**config.mk**
```make
export PLATFORM = sky130hd
export DESIGN_NAME = weighted_interval_scheduling_core
export DESIGN_NICKNAME = d
export VERILOG_FILES = /design/src/design/wis_pkg.sv /design/src/design/wis_ctrl.sv /design/src/design/wis_dp.sv /design/src/design/weighted_interval_scheduling_core.sv
export SDC_FILE = /design/constraint.sdc
export NUM_CORES = 2
export LEC_CHECK = 0
export BUFFER_PORTS_ARGS = -buffer_cell sky130_fd_sc_hd__buf_2
export CAP_MARGIN = 10
export CORE_MARGIN = 3
export CORE_UTILIZATION = 55
export DETAILED_ROUTE_END_ITERATION = 12
export GPL_TIMING_DRIVEN = 1
export PLACE_DENSITY = 0.74
export SLEW_MARGIN = 15
export SYNTH_ARGS = -nofsm -noshare
export SYNTH_HDL_FRONTEND = slang
export SYNTH_SLANG_ARGS = --single-unit
```
**constraint.sdc**
```tcl
create_clock -name aclk -period 6.6 [get_ports aclk]
set_input_delay 0.66 -clock aclk [delete_from_list [all_inputs] [get_ports aclk]]
set_output_delay 0.66 -clock aclk [all_outputs]
set_load 0.005 [all_outputs]
```
**src/design/wis_pkg.sv**
```systemverilog
// Shared types and constants for the weighted interval scheduling core.
// No dependencies; imported by every module of the block.
`timescale 1ns / 1ps
`default_nettype none

package wis_pkg;

    localparam int MAX_ITEMS_DEF = 16;
    localparam int TIME_W        = 16;
    localparam int VAL_W         = 20;
    localparam int IDX_OUT_W     = 5;

    typedef struct packed {
        logic [TIME_W-1:0] start_time;
        logic [TIME_W-1:0] finish_time;
        logic [TIME_W-1:0] weight;
        logic              last;
    } in_item_t;

    typedef struct packed {
        logic [IDX_OUT_W-1:0] table_index;
        logic [VAL_W-1:0]     best_value;
        logic                 last_result;
    } out_item_t;

    // one interval as held in the sorted row
    typedef struct packed {
        logic [TIME_W-1:0] start_time;
        logic [TIME_W-1:0] finish_time;
        logic [TIME_W-1:0] weight;
    } interval_t;

    typedef enum logic [2:0] {
        ST_LOAD,
        ST_FETCH,
        ST_SCAN,
        ST_WRITE,
        ST_EMIT
    } wis_state_t;

    typedef struct packed {
        logic load_item;
        logic init;
        logic fetch;
        logic scan_step;
        logic take_latch;
        logic write_entry;
        logic emit_init;
        logic emit_item;
        logic clear_count;
    } wis_cmd_t;

    typedef struct packed {
        logic scan_hit;
        logic k_last;
        logic emit_last;
        logic out_free;
    } wis_sts_t;

endpackage

`default_nettype wire

```
**src/design/wis_ctrl.sv**
```systemverilog
// Sequencer for the weighted interval scheduling core: load, table pass, emit.
// Depends on wis_pkg; drives commands into wis_dp and reads its status.
`timescale 1ns / 1ps
`default_nettype none

module wis_ctrl (
    input  wire logic              aclk,
    input  wire logic              aresetn,
    input  wire logic              s_valid,
    input  wire logic              s_last,
    output logic                   s_ready,
    input  wire wis_pkg::wis_sts_t sts,
    output wis_pkg::wis_cmd_t      cmd
);
    import wis_pkg::*;

    wis_state_t state_reg, state_next;

    always_ff @(posedge aclk) begin
        if (!aresetn) begin
            state_reg <= ST_LOAD;
        end else begin
            state_reg <= state_next;
        end
    end

    always_comb begin
        state_next = state_reg;
        case (state_reg)
            ST_LOAD: begin
                if (s_valid && s_last) begin
                    state_next = ST_FETCH;
                end
            end
            ST_FETCH: begin
                state_next = ST_SCAN;
            end
            ST_SCAN: begin
                if (sts.scan_hit) begin
                    state_next = ST_WRITE;
                end
            end
            ST_WRITE: begin
                state_next = sts.k_last ? ST_EMIT : ST_FETCH;
            end
            ST_EMIT: begin
                if (sts.out_free && sts.emit_last) begin
                    state_next = ST_LOAD;
                end
            end
            default: begin
                state_next = ST_LOAD;
            end
        endcase
    end

    always_comb begin
        cmd     = '0;
        s_ready = 1'b0;
        case (state_reg)
            ST_LOAD: begin
                s_ready       = 1'b1;
                cmd.load_item = s_valid;
                cmd.init      = s_valid && s_last;
            end
            ST_FETCH: begin
                cmd.fetch = 1'b1;
            end
            ST_SCAN: begin
                cmd.take_latch = sts.scan_hit;
                cmd.scan_step  = !sts.scan_hit;
            end
            ST_WRITE: begin
                cmd.write_entry = 1'b1;
                cmd.emit_init   = sts.k_last;
            end
            ST_EMIT: begin
                cmd.emit_item   = sts.out_free;
                cmd.clear_count = sts.out_free && sts.emit_last;
            end
            default: begin
                cmd = '0;
            end
        endcase
    end

endmodule

`default_nettype wire

```
**src/design/wis_dp.sv**
```systemverilog
// Datapath: insertion-sorted interval row, table registers, scan counters,
// output register. Depends on wis_pkg; controlled by wis_ctrl.
`timescale 1ns / 1ps
`default_nettype none

module wis_dp #(
    parameter int MAX_ITEMS = wis_pkg::MAX_ITEMS_DEF
) (
    input  wire logic              aclk,
    input  wire logic              aresetn,
    input  wire wis_pkg::in_item_t s_item,
    input  wire wis_pkg::wis_cmd_t cmd,
    output wis_pkg::wis_sts_t      sts,
    output logic                   m_valid,
    input  wire logic              m_ready,
    output wis_pkg::out_item_t     m_item
);
    import wis_pkg::*;

    localparam int IDX_W  = $clog2(MAX_ITEMS + 1);
    localparam int CELL_W = (MAX_ITEMS > 1) ? $clog2(MAX_ITEMS) : 1;

    interval_t          cell_reg [MAX_ITEMS];
    logic [VAL_W-1:0]   best_mem [1:MAX_ITEMS];
    logic [IDX_W-1:0]   count_reg;
    logic [IDX_W-1:0]   k_reg;
    logic [IDX_W-1:0]   i_reg;
    logic [TIME_W-1:0]  start_k_reg;
    logic [TIME_W-1:0]  weight_k_reg;
    logic [VAL_W-1:0]   take_reg;
    logic [VAL_W-1:0]   prev_reg;
    logic               m_valid_reg;
    out_item_t          m_item_reg;

    logic [MAX_ITEMS-1:0] gt;
    logic [MAX_ITEMS-1:0] ge;
    logic                 full;
    logic [IDX_W-1:0]     i_m1;
    logic [VAL_W-1:0]     best_rd;
    logic [VAL_W:0]       take_sum;
    logic [VAL_W-1:0]     take_sat;
    logic [VAL_W-1:0]     entry_val;
    logic [IDX_W:0]       k_inc;
    interval_t            new_cell;
    interval_t            cell_k;

    assign full     = (count_reg == IDX_W'(MAX_ITEMS));
    assign new_cell = '{start_time:  s_item.start_time,
                        finish_time: s_item.finish_time,
                        weight:      s_item.weight};

    // Stable insertion: the new interval lands after every entry whose
    // finish is not greater; entries above it move up one place.
    for (genvar c = 0; c < MAX_ITEMS; c++) begin : g_cell
        localparam logic [IDX_W-1:0] C_IDX = IDX_W'(c);
        assign gt[c] = (C_IDX < count_reg) &&
                       (cell_reg[c].finish_time > s_item.finish_time);
        assign ge[c] = gt[c] || (C_IDX == count_reg);

        if (c == 0) begin : g_first
            always_ff @(posedge aclk) begin
                if (cmd.load_item && !full && ge[c]) begin
                    cell_reg[c] <= new_cell;
                end
            end
        end else begin : g_rest
            always_ff @(posedge aclk) begin
                if (cmd.load_item && !full && ge[c]) begin
                    cell_reg[c] <= gt[c-1] ? cell_reg[c-1] : new_cell;
                end
            end
        end
    end

    assign i_m1    = i_reg - 1'b1;
    assign cell_k  = cell_reg[k_reg[CELL_W-1:0]];
    assign best_rd = (i_reg == '0) ? '0 : best_mem[i_reg];

    assign take_sum  = {1'b0, {(VAL_W - TIME_W){1'b0}}, weight_k_reg} + {1'b0, best_rd};
    assign take_sat  = take_sum[VAL_W] ? {VAL_W{1'b1}} : take_sum[VAL_W-1:0];
    assign entry_val = (take_reg > prev_reg) ? take_reg : prev_reg;
    assign k_inc     = {1'b0, k_reg} + 1'b1;

    assign sts.scan_hit  = (i_reg == '0) ||
                           (cell_reg[i_m1[CELL_W-1:0]].finish_time <= start_k_reg);
    assign sts.k_last    = (k_inc == {1'b0, count_reg});
    assign sts.emit_last = (i_reg == count_reg);
    assign sts.out_free  = !m_valid_reg || m_ready;

    always_ff @(posedge aclk) begin
        if (!aresetn) begin
            count_reg   <= '0;
            k_reg       <= '0;
            i_reg       <= '0;
            m_valid_reg <= 1'b0;
        end else begin
            if (cmd.clear_count) begin
                count_reg <= '0;
            end else if (cmd.load_item && !full) begin
                count_reg <= count_reg + 1'b1;
            end

            if (cmd.init) begin
                k_reg <= '0;
            end else if (cmd.write_entry) begin
                k_reg <= k_inc[IDX_W-1:0];
            end

            if (cmd.fetch) begin
                i_reg <= k_reg;
            end else if (cmd.scan_step) begin
                i_reg <= i_m1;
            end else if (cmd.emit_init) begin
                i_reg <= '0;
            end else if (cmd.emit_item) begin
                i_reg <= i_reg + 1'b1;
            end

            if (cmd.emit_item) begin
                m_valid_reg <= 1'b1;
            end else if (m_ready) begin
                m_valid_reg <= 1'b0;
            end
        end
    end

    always_ff @(posedge aclk) begin
        if (cmd.init) begin
            prev_reg <= '0;
        end else if (cmd.write_entry) begin
            prev_reg <= entry_val;
        end
        if (cmd.write_entry) begin
            best_mem[k_inc[IDX_W-1:0]] <= entry_val;
        end
        if (cmd.fetch) begin
            start_k_reg  <= cell_k.start_time;
            weight_k_reg <= cell_k.weight;
        end
        if (cmd.take_latch) begin
            take_reg <= take_sat;
        end
        if (cmd.emit_item) begin
            m_item_reg.table_index <= IDX_OUT_W'(i_reg);
            m_item_reg.best_value  <= best_rd;
            m_item_reg.last_result <= (i_reg == count_reg);
        end
    end

    assign m_valid = m_valid_reg;
    assign m_item  = m_item_reg;

endmodule

`default_nettype wire

```
**src/design/weighted_interval_scheduling_core.sv**
```systemverilog
// Top level of the weighted interval scheduling core.
// Depends on wis_pkg, wis_ctrl and wis_dp.
//
//  channel   ports                      carries
//  input     s_valid s_ready s_item     one interval (start, finish, weight, last)
//  result    m_valid m_ready m_item     one table entry (index, value, last)
//
// While loading, intervals are taken one per cycle and inserted in finish order.
// After the last one, each entry k+1 fetches interval k, scans backward through the
// stored intervals (one stored interval per cycle) for the latest compatible one,
// and is written; then n+1 entries leave at one per cycle when m_ready is high.
// Input is held off from the last interval until the final entry is in the
// output register. Reset is synchronous on aresetn and empties the set.
`timescale 1ns / 1ps
`default_nettype none

module weighted_interval_scheduling_core #(
    parameter int MAX_ITEMS = wis_pkg::MAX_ITEMS_DEF
) (
    input  wire logic               aclk,
    input  wire logic               aresetn,
    input  wire logic               s_valid,
    output logic                    s_ready,
    input  wire wis_pkg::in_item_t  s_item,
    output logic                    m_valid,
    input  wire logic               m_ready,
    output wis_pkg::out_item_t      m_item
);
    import wis_pkg::*;

    wis_cmd_t cmd;
    wis_sts_t sts;

    wis_ctrl u_ctrl (
        .aclk    (aclk),
        .aresetn (aresetn),
        .s_valid (s_valid),
        .s_last  (s_item.last),
        .s_ready (s_ready),
        .sts     (sts),
        .cmd     (cmd)
    );

    wis_dp #(
        .MAX_ITEMS (MAX_ITEMS)
    ) u_dp (
        .aclk    (aclk),
        .aresetn (aresetn),
        .s_item  (s_item),
        .cmd     (cmd),
        .sts     (sts),
        .m_valid (m_valid),
        .m_ready (m_ready),
        .m_item  (m_item)
    );

endmodule

`default_nettype wire

```
==> flow_summary_export.csv <==
group,metric,value,unit
hold_path,holdCritStartpoint,"aresetn",
logic_synthesis,async_reset_ff_share,0,%
worst_setup_path,slowest_cp_cell,"sky130_fd_sc_hd__ha_4",
logic_synthesis,synth.net_count,5227,
worst_setup_path,critical_path.startpoint,"u_dp.i_reg[1]",
timing,finalClockSkew,0.0561,ns
timing,fin_crit_sh,81.9,%
cells_and_area,layout-drive-gt1-share,29.1,%
routing,detail-route-antenna-nets,0,
timing,slew_headroom,12.8,%
worst_setup_path,startpoint_type,"flop",
worst_setup_path,setup.reg_to_reg.worst_slack,1.20,ns
global_routing,antenna_found_initial,10,
global_routing,grt_util_all_layers,32.5,%
logic_synthesis,yosysWarnings,0,
placement,dpl.cell_count,6268,
logic_synthesis,yosys.cell_types.count,71,
placement,place.gp.congestion,0.959,
floorplanning,floorplan.die_area,126000,um^2
clocking,cts.sinks,1209,
worst_setup_path,reg2regPathDepth,12,
placement,hpwl,126000,um
power,vdd_drop_max,318,uV
worst_setup_path,cpPeakStageDelay,0.87,ns
worst_setup_path,crit_type,"flop to flop",
worst_setup_path,critical_path.cell_chain,"inv_1 -> ha_4 -> buf_4 -> mux4_2 -> mux4_2 -> ha_1 -> nand4_1 -> nor4_1 -> nor3_1 -> nand2_1 -> nand3_1 -> a211oi_1",
timing,worst_pin_slew,1.31,ns
logic_synthesis,synth_enable_flop_cells,1166,
clocking,worst_skew_pair.late_latency,0.81,ns
timing,grt_setup_unrepaired,"no",
clocking,clkTransAtPathRegs,0.06,ns
placement,preCtsSetupSlack,1.32,ns
cells_and_area,layout.cells.non_filler,6507,
worst_setup_path,critical-path-top-delay-family,"simple AND/OR/NAND/NOR gates",
floorplanning,core_area,120000,um^2
timing,max_freq,185,MHz
floorplanning,die_height,355,um
routing,drt_pass_1_iters,8,
worst_setup_path,cpMostUsedCell,"sky130_fd_sc_hd__mux4_2",
worst_setup_path,timing.critical_path.buf_inv,2,
outcome,run_status,"complete, no violations",
clocking,postCtsSetupBuffers,0,
clocking,htreeDepth,4,
placement,placement.io_buffers,80,
timing,timing.final.max_slew_violations,0,
global_routing,grt_overflow_total,0,
timing,setup_tns_final,0,ns
logic_synthesis,mappedNetlistArea,67100,um^2
worst_setup_path,crit_path_depth,12,
cells_and_area,flip_flop_count_of_the_largest_register_all_copies_and_words_added,768,
clocking,post_cts_hold_buffer_count,0,
routing,route.vias.total,46600,
global_routing,pin_count_of_the_biggest_net_entering_global_routing,96,
clocking,cts_resized,0,
worst_setup_path,worstSetupEndpointType,"flop",
logic_synthesis,synthCells,4855,
cells_and_area,postLayoutCoreUtil,61.5,%
worst_setup_path,cp.required,7.23,ns
floorplanning,dieWidth,355,um
clocking,tritoncts_buffers,133,
global_routing,wire_length_of_the_first_global_routing_pass,305000,um
floorplanning,pin_count,81,
logic_synthesis,ys_ff_latch,1209,
timing,setup_violations,0,
floorplanning,initial_utilization,55.7,%
floorplanning,rows,127,
timing,post-route-worst-setup-slack,1.20,ns
clocking,cts.root.buffer_cell,"sky130_fd_sc_hd__clkbuf_16",
power,p_leak,25.3,nW
worst_setup_path,timing.critical_path.arrival,6.03,ns
clocking,cts_tree,"built",
logic_synthesis,sequential_area_share_after_synthesis,53.5,%
job,cap_viol_max_count,0,
timing,fin_crit,5.40,ns
routing,first_iter_violations,6548,
hold_path,hold_path.class,"input port to flop",
routing,drt-total-wl,206000,um
worst_setup_path,path_max_fanout,52,
timing,hold_violations,0,
cells_and_area,synthToLayoutAreaGrowth,10.4,%
clocking,cts-root-to-sink-buffers,3,
global_routing,first_global_vias,46200,
routing,route.detailed.wl_per_inst,31.7,um
power,p_per_area,335,nW/um^2
routing,routed_via_density,7.16,
cells_and_area,finalInstanceArea,74000,um^2
cells_and_area,nets,5164,
routing,route.detailed.drc,0,
logic_synthesis,synth_ff_type,"sky130_fd_sc_hd__edfxtp_1",
placement,postPlaceCellArea,69500,um^2
worst_setup_path,regToRegStartpoint,"u_dp.i_reg[1]",
logic_synthesis,mean_cell_area_of_the_mapped_netlist,13.8,um^2
-- per-layer routing --
layer  track usage (%)  vias to the layer above  part of all wire [%]
met5                 0                        -                 0.023
met4              16.4                        8                   5.8
met3              8.55                      705                    12
met2              49.7                     3357                    45
met1              43.1                    23400                    37
li1                  -                    19200                     -
-- worst min path at each step --
stage	to	cells after the start
after floorplan	u_dp.m_item[24]	0
after global placement	u_dp.prev_reg[14]	2
after detailed placement	u_dp.prev_reg[16]	2
after CTS	flop	2
after global routing	u_dp.i_reg[2]	2
final	flop	2
-- power breakdown --
group          switching, mW  total, mW  leakage (nW)  internal (mW)
sequential             0.425       9.88          10.9           9.45
combinational           4.28       7.33          12.3           3.05
clock                   3.31       7.59          2.12           4.28
total                   8.02       24.8          25.3           16.8
-- stage by stage --
| stage | power (mW) | hold WS [ns] |
|---|---|---|
| floorplan | 14.8 | 0.406 |
| global placement | 16.9 | 0.444 |
| finish | 24.8 | 0.233 |
| detailed placement | 17.1 | 0.451 |
| CTS | 24.7 | 0.177 |
| global route | 25.7 | 0.206 |
-- cell type report --
class	instances	area, um^2
antenna	7	17.5
fill	8967	46400
multi-input combinational	3112	29700
clock inverter	69	936
tap	1612	2020
timing repair buffer	225	1570
sequential	1209	35900
clock buffer	162	3470
inverter	111	417
-- Yosys cell counts, types with 18 or more instances --
cell type | instances | share of area, %
sky130_fd_sc_hd__edfxtp_1 | 1166 | 52
sky130_fd_sc_hd__mux2_2 | 578 | 9.7
sky130_fd_sc_hd__clkbuf_1 | 332 | 1.9
sky130_fd_sc_hd__nand3_1 | 330 | 2.5
sky130_fd_sc_hd__mux4_2 | 325 | 11
sky130_fd_sc_hd__ha_1 | 318 | 5.9
sky130_fd_sc_hd__nand2_1 | 247 | 1.4
sky130_fd_sc_hd__nor2_1 | 181 | 1.0
sky130_fd_sc_hd__nand4_1 | 158 | 1.5
sky130_fd_sc_hd__a21oi_1 | 151 | 1.1
sky130_fd_sc_hd__inv_1 | 111 | 0.62
sky130_fd_sc_hd__o2111ai_1 | 96 | 1.3
sky130_fd_sc_hd__and3_1 | 74 | 0.69
sky130_fd_sc_hd__a21o_1 | 71 | 0.79
sky130_fd_sc_hd__o21ai_0 | 68 | 0.51
sky130_fd_sc_hd__o211ai_1 | 65 | 0.73
sky130_fd_sc_hd__mux2i_1 | 60 | 0.90
sky130_fd_sc_hd__nand2b_1 | 56 | 0.52
sky130_fd_sc_hd__buf_2 | 46 | 0.34
sky130_fd_sc_hd__dfxtp_1 | 43 | 1.3
sky130_fd_sc_hd__buf_1 | 42 | 0.24
sky130_fd_sc_hd__o21a_1 | 41 | 0.46
sky130_fd_sc_hd__nor2b_1 | 36 | 0.34
sky130_fd_sc_hd__o311a_1 | 32 | 0.48
sky130_fd_sc_hd__nor3_1 | 30 | 0.22
sky130_fd_sc_hd__a211oi_1 | 27 | 0.30
sky130_fd_sc_hd__and2_1 | 18 | 0.17
-- cell families after synthesis --
group | after synthesis | synth area share (%)
XOR/XNOR | 29 | 0.379
AND/OR/NAND/NOR | 1179 | 8.81
flip-flops | 1209 | 53.5
adder cells (fa/ha/maj) | 319 | 5.96
multiplexers | 969 | 21.7
AO/OA/AOI/OAI | 616 | 6.49
buffers and inverters | 534 | 3.13
-- placed cells by master (no fill, tap or decap), types with 25 or more instances in the layout --
cell type / Yosys / routed
sky130_fd_sc_hd__edfxtp_1: 1166 / 1166
sky130_fd_sc_hd__mux2_2: 578 / 578
sky130_fd_sc_hd__nand3_1: 330 / 329
sky130_fd_sc_hd__mux4_2: 325 / 325
sky130_fd_sc_hd__ha_1: 318 / 315
sky130_fd_sc_hd__nand2_1: 247 / 246
sky130_fd_sc_hd__nor2_1: 181 / 166
sky130_fd_sc_hd__nand4_1: 158 / 158
sky130_fd_sc_hd__buf_4: 0 / 139
sky130_fd_sc_hd__clkbuf_16: 0 / 133
sky130_fd_sc_hd__a21oi_1: 151 / 126
sky130_fd_sc_hd__inv_1: 111 / 110
sky130_fd_sc_hd__o2111ai_1: 96 / 96
sky130_fd_sc_hd__buf_2: 46 / 80
sky130_fd_sc_hd__and3_1: 74 / 74
sky130_fd_sc_hd__o21ai_0: 68 / 68
sky130_fd_sc_hd__a21o_1: 71 / 66
sky130_fd_sc_hd__o211ai_1: 65 / 65
sky130_fd_sc_hd__nand2b_1: 56 / 56
sky130_fd_sc_hd__mux2i_1: 60 / 47
sky130_fd_sc_hd__o21a_1: 41 / 39
sky130_fd_sc_hd__dfxtp_1: 43 / 35
sky130_fd_sc_hd__nor2b_1: 36 / 33
sky130_fd_sc_hd__o311a_1: 32 / 32
sky130_fd_sc_hd__nor3_1: 30 / 30
sky130_fd_sc_hd__clkbuf_1: 332 / 26
sky130_fd_sc_hd__a211oi_1: 27 / 25
(Power assumes the default switching activity.)
